<file path="src/u8c_pkg.sv">
// Shared types, constants and decode helpers for the UTF-8 to cp1252 transcoder.
package u8c_pkg;

  localparam logic [7:0] UNMAPPED_CHAR = 8'h3F;
  localparam int unsigned MAX_RESULTS = 3;

  // Code points for cp1252 bytes 0x80..0x9F; zero marks an unused byte.
  localparam logic [15:0] HIGH_CTRL_MAP [32] = '{
    16'h20AC, 16'h0000, 16'h201A, 16'h0192, 16'h201E, 16'h2026, 16'h2020, 16'h2021,
    16'h02C6, 16'h2030, 16'h0160, 16'h2039, 16'h0152, 16'h0000, 16'h017D, 16'h0000,
    16'h0000, 16'h2018, 16'h2019, 16'h201C, 16'h201D, 16'h2022, 16'h2013, 16'h2014,
    16'h02DC, 16'h2122, 16'h0161, 16'h203A, 16'h0153, 16'h0000, 16'h017E, 16'h0178
  };

  // Results caused by one input byte, first result in bytes[0].
  typedef struct packed {
    logic [1:0]      count;
    logic [2:0][7:0] bytes;
    logic            text_end;
  } grp_t;

  // Continuation bytes a lead asks for: 0 for ASCII, 1..3, or 4 if invalid.
  function automatic logic [2:0] lead_need(input logic [7:0] c);
    logic [2:0] n;
    if (!c[7]) begin
      n = 3'd0;
    end else if (c[7:5] == 3'b110) begin
      n = 3'd1;
    end else if (c[7:4] == 4'b1110) begin
      n = 3'd2;
    end else if (c[7:3] == 5'b11110) begin
      n = 3'd3;
    end else begin
      n = 3'd4;
    end
    return n;
  endfunction

  // A lone byte decodes to itself when ASCII and to the unmapped mark otherwise.
  function automatic logic [7:0] single_byte(input logic [7:0] c);
    return c[7] ? UNMAPPED_CHAR : c;
  endfunction

  // Map a code point to its cp1252 byte.
  function automatic logic [7:0] map_point(input logic [20:0] cp);
    logic [7:0] r;
    r = UNMAPPED_CHAR;
    if (cp < 21'h80 || (cp >= 21'hA0 && cp <= 21'hFF)) begin
      r = cp[7:0];
    end else begin
      for (int j = 31; j >= 0; j--) begin
        if (HIGH_CTRL_MAP[j] != 16'h0000 && cp == {5'b0, HIGH_CTRL_MAP[j]}) begin
          r = {3'b100, 5'(j)};
        end
      end
    end
    return r;
  endfunction

endpackage

</file>
<file path="src/u8c_assembler.sv">
// Sequence assembler: buffers lead and continuation bytes and decodes finished runs.
module u8c_assembler (
  input  logic          clk,
  input  logic          rst,
  input  logic [7:0]    in_byte,
  input  logic          in_end,
  input  logic          take,
  output u8c_pkg::grp_t grp
);
  import u8c_pkg::*;

  logic [7:0] pend [3];
  logic [1:0] pend_cnt;
  logic [1:0] need_cnt;
  logic [1:0] pend_cnt_next;
  logic [1:0] need_cnt_next;
  logic       store;
  logic [2:0] c_need;
  logic [2:0] p1_need;
  logic [20:0] cp;
  logic [7:0]  mapped;

  assign c_need  = lead_need(in_byte);
  assign p1_need = lead_need(pend[1]);

  // Code point of a finished run, or of a two-byte run after a truncated lead.
  always_comb begin
    cp = {10'b0, pend[1][4:0], in_byte[5:0]};
    if (pend_cnt != 2'd0 && need_cnt == 2'd1) begin
      case (pend_cnt)
        2'd1:    cp = {10'b0, pend[0][4:0], in_byte[5:0]};
        2'd2:    cp = {5'b0, pend[0][3:0], pend[1][5:0], in_byte[5:0]};
        default: cp = {pend[0][2:0], pend[1][5:0], pend[2][5:0], in_byte[5:0]};
      endcase
    end
  end

  assign mapped = map_point(cp);

  // Decide between buffering the byte and emitting a result group.
  always_comb begin
    store         = 1'b0;
    pend_cnt_next = 2'd0;
    need_cnt_next = 2'd0;
    grp.count     = 2'd1;
    grp.bytes     = {UNMAPPED_CHAR, UNMAPPED_CHAR, UNMAPPED_CHAR};
    grp.text_end  = in_end;
    if (pend_cnt == 2'd0) begin
      if (c_need >= 3'd1 && c_need <= 3'd3 && !in_end) begin
        store         = 1'b1;
        pend_cnt_next = 2'd1;
        need_cnt_next = c_need[1:0];
        grp.count     = 2'd0;
      end else begin
        grp.bytes[0] = single_byte(in_byte);
      end
    end else if (need_cnt > 2'd1 && !in_end && pend_cnt < 2'd3) begin
      store         = 1'b1;
      pend_cnt_next = pend_cnt + 2'd1;
      need_cnt_next = need_cnt - 2'd1;
      grp.count     = 2'd0;
    end else if (need_cnt == 2'd1) begin
      // Complete sequence.
      grp.bytes[0] = mapped;
    end else if (pend_cnt == 2'd1) begin
      // Truncated lead, then the final byte on its own.
      grp.count    = 2'd2;
      grp.bytes[1] = single_byte(in_byte);
    end else begin
      // Truncated lead, then the buffered byte and the final byte decoded anew.
      if (p1_need == 3'd0) begin
        grp.count    = 2'd3;
        grp.bytes[1] = pend[1];
        grp.bytes[2] = single_byte(in_byte);
      end else if (p1_need == 3'd1) begin
        grp.count    = 2'd2;
        grp.bytes[1] = mapped;
      end else begin
        grp.count    = 2'd3;
        grp.bytes[2] = single_byte(in_byte);
      end
    end
  end

  // Pending counters.
  always_ff @(posedge clk) begin
    if (rst) begin
      pend_cnt <= 2'd0;
      need_cnt <= 2'd0;
    end else if (take) begin
      pend_cnt <= pend_cnt_next;
      need_cnt <= need_cnt_next;
    end
  end

  // Buffered bytes; only slots below the count are ever read.
  always_ff @(posedge clk) begin
    if (take && store) begin
      pend[pend_cnt] <= in_byte;
    end
  end

  a_need_with_pend: assert property (@(posedge clk) disable iff (rst)
    (pend_cnt != 2'd0) == (need_cnt != 2'd0))
    else $error("pending and needed counts disagree");

  a_end_clears: assert property (@(posedge clk) disable iff (rst)
    take && in_end |=> pend_cnt == 2'd0)
    else $error("state not cleared after final byte");

  a_run_fits: assert property (@(posedge clk) disable iff (rst)
    pend_cnt != 2'd0 |-> ({1'b0, pend_cnt} + {1'b0, need_cnt}) <= 3'd4)
    else $error("pending run longer than four bytes");

endmodule

</file>
<file path="src/u8c_emitter.sv">
// Result register: holds one group of results and sends them out one per cycle while m_tready is high.
module u8c_emitter (
  input  logic          clk,
  input  logic          rst,
  input  logic          load,
  input  u8c_pkg::grp_t grp,
  output logic          free,
  output logic          m_tvalid,
  input  logic          m_tready,
  output logic [7:0]    m_tdata,  // [7:0] out_byte
  output logic          m_tlast,  // run_last
  output logic          m_tuser   // [0] text_end
);
  import u8c_pkg::*;

  logic            valid;
  logic [1:0]      cnt;
  logic [1:0]      idx;
  logic [2:0][7:0] bytes;
  logic            text_end;
  logic            last;
  logic            fire;

  assign last     = (idx == cnt - 2'd1);
  assign fire     = valid && m_tready;
  assign free     = !valid || (fire && last);
  assign m_tvalid = valid;
  assign m_tdata  = bytes[idx];
  assign m_tlast  = last;
  assign m_tuser  = last && text_end;

  // Control: occupancy and read position.
  always_ff @(posedge clk) begin
    if (rst) begin
      valid <= 1'b0;
      idx   <= 2'd0;
    end else if (load) begin
      valid <= 1'b1;
      idx   <= 2'd0;
    end else if (fire) begin
      if (last) begin
        valid <= 1'b0;
      end else begin
        idx <= idx + 2'd1;
      end
    end
  end

  // Payload of the group.
  always_ff @(posedge clk) begin
    if (load) begin
      cnt      <= grp.count;
      bytes    <= grp.bytes;
      text_end <= grp.text_end;
    end
  end

  a_idx_in_range: assert property (@(posedge clk) disable iff (rst)
    valid |-> idx < cnt)
    else $error("read position past the group");

  a_load_when_free: assert property (@(posedge clk) disable iff (rst)
    load |-> free && grp.count != 2'd0)
    else $error("group loaded over a pending one");

  a_idx_steps: assert property (@(posedge clk) disable iff (rst)
    fire && !last && !load |=> idx == $past(idx) + 2'd1)
    else $error("read position skipped");

endmodule

</file>
<file path="src/utf8_to_cp1252_transcoder_top.sv">
// Top level of the UTF-8 to cp1252 byte-stream transcoder.
// Takes one UTF-8 byte per cycle on the slave side when not stalled (s_tlast marks the final
// byte of a string) and returns cp1252 bytes on the master side. The input register and
// the result register work as two stages with the decode between them, so a byte whose
// request causes at most one result is taken every cycle while m_tready stays high. A byte
// that causes n results holds the result register until all n are sent; this happens
// only when a string ends inside a multi-byte sequence, where up to three results follow.
// m_tlast marks the last result of one input byte, and m_tuser marks the final result of
// the string. Bytes that open or extend an unfinished sequence produce nothing.
module utf8_to_cp1252_transcoder_top (
  input  logic       clk,
  input  logic       rst,
  input  logic       s_tvalid,
  output logic       s_tready,
  input  logic [7:0] s_tdata,   // [7:0] in_byte
  input  logic       s_tlast,   // string_end
  output logic       m_tvalid,
  input  logic       m_tready,
  output logic [7:0] m_tdata,   // [7:0] out_byte
  output logic       m_tlast,   // run_last
  output logic       m_tuser    // [0] text_end
);
  import u8c_pkg::*;

  logic       in_full;
  logic [7:0] in_byte;
  logic       in_end;
  logic       consume;
  logic       out_free;
  grp_t       grp;

  assign consume  = in_full && (grp.count == 2'd0 || out_free);
  assign s_tready = !in_full || consume;

  // Input register.
  always_ff @(posedge clk) begin
    if (rst) begin
      in_full <= 1'b0;
    end else if (s_tready) begin
      in_full <= s_tvalid;
    end
  end

  always_ff @(posedge clk) begin
    if (s_tvalid && s_tready) begin
      in_byte <= s_tdata;
      in_end  <= s_tlast;
    end
  end

  u8c_assembler u_asm (
    .clk     (clk),
    .rst     (rst),
    .in_byte (in_byte),
    .in_end  (in_end),
    .take    (consume),
    .grp     (grp)
  );

  u8c_emitter u_emit (
    .clk      (clk),
    .rst      (rst),
    .load     (consume && grp.count != 2'd0),
    .grp      (grp),
    .free     (out_free),
    .m_tvalid (m_tvalid),
    .m_tready (m_tready),
    .m_tdata  (m_tdata),
    .m_tlast  (m_tlast),
    .m_tuser  (m_tuser)
  );

endmodule
</file>
<file path="config.mk">
export PLATFORM = sky130hd
export DESIGN_NAME = utf8_to_cp1252_transcoder_top
export DESIGN_NICKNAME = d
export VERILOG_FILES = /design/src/u8c_pkg.sv /design/src/u8c_assembler.sv /design/src/u8c_emitter.sv /design/src/utf8_to_cp1252_transcoder_top.sv
export SDC_FILE = /design/constraint.sdc
export NUM_CORES = 1
export LEC_CHECK = 0
export BUFFER_PORTS_ARGS = -buffer_cell sky130_fd_sc_hd__buf_2
export CAP_MARGIN = 20
export CORE_ASPECT_RATIO = 1.25
export CORE_MARGIN = 4
export CORE_UTILIZATION = 25
export CTS_CLUSTER_DIAMETER = 50
export DETAILED_ROUTE_END_ITERATION = 10
export GPL_TIMING_DRIVEN = 0
export PLACE_DENSITY_LB_ADDON = 0.25
export SLEW_MARGIN = 30
export SYNTH_ARGS = -nofsm -noshare
export SYNTH_HDL_FRONTEND = slang
export SYNTH_HIERARCHICAL = 1
export SYNTH_SLANG_ARGS = --single-unit
</file>
<file path="constraint.sdc">
create_clock -name clk -period 4.3 [get_ports clk]
set_clock_uncertainty 0.1 [all_clocks]
set_input_delay 0.43 -clock clk [delete_from_list [all_inputs] [get_ports clk]]
set_output_delay 0.43 -clock clk [all_outputs]
set_load 0.005 [all_outputs]
</file>
### Yosys cells after proc, flatten, opt, wreduce, memory -nomap -nowiden

Memory sizes are Yosys's and may differ from the RTL's.
Index checks and enable logic that the tools add are counted.

* output and inout port bits: 12
* word-level logic and storage cells: 166
* register bits after elaboration: 44
* memories kept: 1
* bits in writable memories: 24

Memories
* u_asm.pend: depth 3, width 8, rd ports 3, clocked after Yosys merged registers in 0, write ports 1, RTL line u8c_assembler.sv:12 `logic [7:0] pend [3];`

* reduce and logical (&&, ||, !) cells: 32
* eq/ne operators: 38
* bitwise logic cells: 1
* order comparisons: 8
* $add $sub $neg: 4
* mux-type cells: 70

Operators by type and width (count)
* 21-bit by 14-bit equality test with 1-bit output, second input constant: 17
* 8-bit 2-to-1 mux: 37
* 21-bit by 9-bit equality test with 1-bit output, second input constant: 8
* 21-bit by 10-bit equality test with 1-bit output, second input constant: 2
* 21-bit one-hot mux with 2 select lines: 1
* 3-bit 2-to-1 mux: 8
* 21-bit by 8-bit >= comparator with 1-bit output, second input constant: 1
* 21-bit by 8-bit less-or-equal comparator with 1-bit output, second input constant: 1
* 21-bit by 8-bit < comparator with 1-bit output, second input constant: 1
* 21-bit 2-to-1 mux: 1
* 18-bit 2-to-1 mux: 1
* 17-bit 2-to-1 mux: 1
* 8-bit binary-select mux with 2-bit select: 1
* 2-bit 2-to-1 mux: 8
* 1-bit logical AND: 13
* 1-bit 2-to-1 mux: 11
* 5-bit equality test, second input constant: 2
* 4-bit equality test, second input constant: 2
* 2-bit nonzero test: 4
* 7-bit 2-to-1 mux: 1
* 3-bit equality test, second input constant: 2
* 2-bit by 1-bit adder with 2-bit output, second input constant: 2
* 2-bit by 1-bit equality test with 1-bit output, second input constant: 2
* 2-bit zero test: 2
* other kinds (17): 24

### Logic depth before layout (Yosys ltp)

* depth after elaboration: 44
* depth in mapped cells: 14
* depth with buffers taken out: 11

### By module

Netlist, hierarchy kept.

Modules (own cells, without submodules)
* u8c_assembler: sequential area each 650.6 um2, cells an instance 331, instances 1, area an instance 2521.2 um2
* u8c_emitter: sequential area each 870.8 um2, cells an instance 76, instances 1, area an instance 1179.9 um2
* utf8_to_cp1252_transcoder_top: sequential area each 290.3 um2, cells an instance 19, instances 1, area an instance 344.1 um2

### Least setup slack after synthesis

OpenSTA, ideal clock, no wires.

* path kind: register to register
* start: reg in_byte[3]
* end: reg u_emit.valid (netlist: u_emit/m_tvalid)
* required time: 4.111 ns
* buffers on the path: 2
* period minus slack after synthesis: 3.312 ns
* slack: 0.988 ns
* cell stages (with the launch flop): 10
* setup time: 0.089 ns
* arrival: 3.123 ns
* cells stage by stage: edfxtp_1 clkbuf_1 clkbuf_1 nand3_1 and2_1 nor2_1 o21ai_2 nor2_1 nor2_1 a311oi_2

RTL lines
* from (decl): RTL line utf8_to_cp1252_transcoder_top.sv:26 `logic [7:0] in_byte;`
* from (signal assigned): RTL line utf8_to_cp1252_transcoder_top.sv:46 `in_byte <= s_tdata;`
* to (signal assigned): RTL line u8c_emitter.sv:35 `valid <= 1'b0;`
* to (signal assigned): RTL line u8c_emitter.sv:38 `valid <= 1'b1;`
* to (signal assigned): RTL line u8c_emitter.sv:42 `valid <= 1'b0;`
* to (decl): RTL line u8c_emitter.sv:16 `logic valid;`

### Worst setup path after layout

* start: reg u_asm.pend_cnt[0]
* end: reg u_emit/bytes[10] in the netlist's numbering (data pin)

* cells in the longest elaborated chain, start to end: 34
* elaborated cells between the ends (all ways): 71

RTL lines
* from (decl): RTL line u8c_assembler.sv:13 `logic [1:0] pend_cnt;`
* from (signal assigned): RTL line u8c_assembler.sv:91 `pend_cnt <= pend_cnt_next;`
* 2-bit equality test, or another cell as far along: RTL line u8c_assembler.sv:30 `case (pend_cnt)`
* 21-bit one-hot mux with 2 select lines or 1-bit logical AND (tied branches): RTL line u8c_assembler.sv:30, u8c_assembler.sv:29
* 21-bit 2-to-1 mux: RTL line u8c_assembler.sv:29 `if (pend_cnt != 2'd0 && need_cnt == 2'd1) begin`
* 21-bit by 9-bit equality test with 1-bit output: RTL line u8c_pkg.sv:52 `if (HIGH_CTRL_MAP[j] != 16'h0000 && cp == {5'b0, HIGH_CTRL_MAP[j]}) begin`
* 8-bit 2-to-1 mux (26 in series): RTL line u8c_pkg.sv:52
* 8-bit 2-to-1 mux: RTL line u8c_pkg.sv:48 `if (cp < 21'h80 || (cp >= 21'hA0 && cp <= 21'hFF)) begin`
* 8-bit 2-to-1 mux: RTL line u8c_assembler.sv:75 `end else if (p1_need == 3'd1) begin`
* 17-bit 2-to-1 mux: RTL line u8c_assembler.sv:71 `if (p1_need == 3'd0) begin`
* 8-bit 2-to-1 mux: RTL line u8c_assembler.sv:65 `end else if (pend_cnt == 2'd1) begin`
* to (signal assigned): RTL line u8c_emitter.sv:53 `bytes <= grp.bytes;`
* to (decl): RTL line u8c_emitter.sv:19 `logic [2:0][7:0] bytes;`

Parallel ways exist; a longest one is shown, timed or not.
A chain may end at the register's enable or synchronous reset.

==> impl_metrics.tcl <==
set metrics [dict create \
    status "complete, no violations" \
    yosys_warnings 6 \
    ctsHoldBuffers 0 \
    instances_no_fill 679 \
    ir_drop_uv 155 \
    synth_nets 445 \
    synth.distinct_cells 80 \
    final_layout_size_suffix_gt1_share_pct 16.1 \
    crit_type "reg2reg" \
    worstSetupStartpointType "flip-flop" \
    final_hold_viol_count 0 \
    holdPathEnd "in_end" \
    first_iter_violations 281 \
    dp_hpwl_um 8970 \
    grt.overflow.total 0 \
    core_um2 15800 \
    p_comb_share_pct 10.1 \
    tns_ps 0 \
    period_minus_slack_ps 3810 \
    ant_nets 0 \
    clk_path_buf_depth 2 \
    min_period_over_period_pct 88.6 \
    die_h_um 150 \
    antenna_found_initial 0 \
    path_clk_slew_ps 50 \
    fill_cells 1635 \
    power.total_mw 1.77 \
    endpoint_kind "flip-flop" \
    ctsResizeCount 0 \
    grt_pass1_vias 3550 \
    die_w_um 122 \
    fmax_mhz 262 \
    io_buffers 24 \
    clock-root-buffer "clkbuf_16" \
    crit_arrival_ps 3760 \
    avgSynthCellArea_um2 9.50 \
    regToRegSetupSlack_ps 490 \
    grt_max_degree 25 \
    maxSlewHeadroom_pct 36.4 \
    wl_met1_um 5050 \
    grt_pass1_wl_um 19100 \
    hp-start "s_tlast" \
    grt_util_all_layers_pct 13.6 \
    cts_tree "built" \
    regArea_um2 1810 \
    startpoint "u_asm/pend_cnt[0]" \
    leakage_nw 1.56 \
    power.switching_mw 0.394 \
    pwr_density_cell_nw_per_um2 366 \
    synth_flop_cell "edfxtp_1" \
    start_util_pct 25.7 \
    fin_nets 481 \
    seq_power_share_pct 39.8 \
    synth_edf_count 55 \
    insertion_delay_ps 340 \
    multi_input_area_um2 2050 \
    whs_path_depth 1 \
    cts-buffers-inserted 9 \
    critPathRequiredTime_ps 4250 \
    slew_viol_final 0 \
    rsz0062_at_grt "false" \
    dieArea_um2 18300 \
    p_clk_share_pct 50.2 \
    num_vias 3479 \
    wl_met3_um 597 \
    diodes 0 \
    r2r_cells 12 \
    ys_ff_latch 63 \
    top_layer "met4" \
    place_area_um2 4470 \
    post_cts_buffers 0 \
    p_int_mw 1.38 \
    worst_pin_slew_ps 953 \
    place_congestion 0.911 \
    ys_seq_area_share_pct 44.8 \
    drv_cap 0 \
    wire_per_inst_um 17.3 \
    worstReg2RegEnd "u_emit/bytes[10]" \
    drt-vias-per-instance 5.12 \
    rows 51 \
    cts.sinks 63 \
    place_inst 663 \
    async_reset_ff_share_pct 0 \
    hold_class "in2reg" \
    drc_errors 0 \
    io_pins 25 \
    sw_frac_of_total_pct 22.2 \
    wl_met2_um 5740 \
    syn2layout_area_growth_pct 19.5 \
    stdcell_area_um2 4830 \
    setup_viol 0 \
    syn_area_um2 4050 \
    synth_cells 426 \
    hold_slack_ps 170 \
    htree_levels 3 \
    drt_wl_total_um 11800 \
    worstPathMaxFanout 10 \
    r2r-start "u_asm/pend_cnt[0]" \
    drt-pass1-iter-count 6 \
]
==> power by group through the flow <==
stage	logic (mW)	clock network, mW	registers (mW)
finish	0.178	0.889	0.704
global route	0.197	0.941	0.707
CTS	0.178	0.909	0.705
detailed placement	0.178	0	0.717
global placement	0.172	0	0.717
floorplan	0.116	0	0.712
==> kinds of logic after synthesis <==
logic type / synth area share, %
simple gates: 24.5
xor+xnor: 0.835
buf+inv: 4.86
other cells: 0.0927
fa+ha+maj: 1.86
mux: 3.19
compound gates: 19.9
flops: 44.8
==> registers in the layout, summed over array words and instances (netlist names) <==
signal and cells:
u_asm/pend_cnt 2, in_full 1, u_asm/need_cnt 2, u_emit/idx 2
in_end 1, u_asm/pend 19, u_emit/cnt 2, u_emit/text_end 1
u_emit/m_tvalid 1, u_emit/bytes 24, in_byte 8
==> how the worst max path moves through the flow <==
stage	endpoint	cells after the start
finish	u_emit/bytes[10]	12
global route	u_emit/bytes[10]	12
CTS	u_emit/bytes[10]	12
detailed placement	u_emit/bytes[10]	12
global placement	u_emit/m_tvalid	9
floorplan	u_emit/m_tvalid	9
==> critical path: stages, from the launching register on <==
cell,delay [ps]
dfxtp_1,400
inv_1,100
ha_1,430
or3_1,440
mux2_4,290
a221oi_4,320
buf_6,190
nand4_1,70
a2111oi_0,440
nor4_1,100
and3_1,230
o31ai_1,270
nand3_1,120
==> cell usage after synthesis, types with 5 or more instances <==
cell type | count | area (um^2)
nand2b_1 | 13 | 81.3
nor4_1 | 10 | 62.6
mux2i_1 | 10 | 100
o21ai_1 | 13 | 65.1
o21ai_0 | 17 | 85.1
buf_4 | 5 | 37.5
nand3_1 | 28 | 140
dfxtp_1 | 8 | 160
nor3_1 | 12 | 60.1
nor2_1 | 37 | 139
clkbuf_1 | 16 | 60.1
or3_1 | 8 | 50.1
a211oi_1 | 7 | 52.6
inv_1 | 14 | 52.6
nor2b_1 | 5 | 31.3
edfxtp_1 | 55 | 1650
nand2_1 | 44 | 165
ha_1 | 6 | 75.1
a21oi_1 | 15 | 75.1
and2_1 | 6 | 37.5
==> area by class of cell <==
cell class	instances	share of cell area, %
Timing Repair Buffer	25	3.05
Clock buffer	10	4.74
Clock inverter	6	2.74
Multi-Input combinational cell	321	42.4
Buffer	28	2.98
Tap cell	212	5.49
Inverter	14	1.09
Sequential cell	63	37.5
==> metrics by stage <==
| stage | util [%] | worst slack (ps) |
|---|---|---|
| finish | 30.7 | 489 |
| global route | 30.7 | 285 |
| CTS | 30.7 | 517 |
| detailed placement | 28.4 | 529 |
| global placement | 28.1 | -118 |
| floorplan | - | 988 |
==> layer usage <==
layer  up-vias  global-route usage (%)
met5         -                       0
met4         0                    6.05
met3        27                    3.16
met2       123                    22.7
met1      1644                    16.6
li1       1685                       -
==> cells in the final DEF, fill, tap and decap left out, drive strengths merged, types with 3 or more instances in the layout <==
master | Yosys | routed
a211oi | 8 | 8
a21oi | 16 | 16
a22oi | 3 | 3
a311oi | 3 | 3
a31oi | 4 | 4
a32oi | 3 | 3
and2 | 7 | 7
and3 | 4 | 4
and4 | 4 | 4
buf | 12 | 37
bufinv | 0 | 4
clkbuf | 16 | 26
dfxtp | 8 | 8
edfxtp | 55 | 55
ha | 6 | 6
inv | 14 | 14
mux2i | 11 | 11
nand2 | 44 | 44
nand2b | 14 | 14
nand3 | 29 | 29
nand4 | 3 | 3
nor2 | 38 | 38
nor2b | 5 | 5
nor3 | 12 | 12
nor4 | 10 | 10
o211ai | 4 | 4
o21a | 4 | 4
o21ai | 32 | 32
o22ai | 3 | 3
or2 | 4 | 4
or3 | 8 | 8
Note: power is estimated with default switching activity, not from simulation.
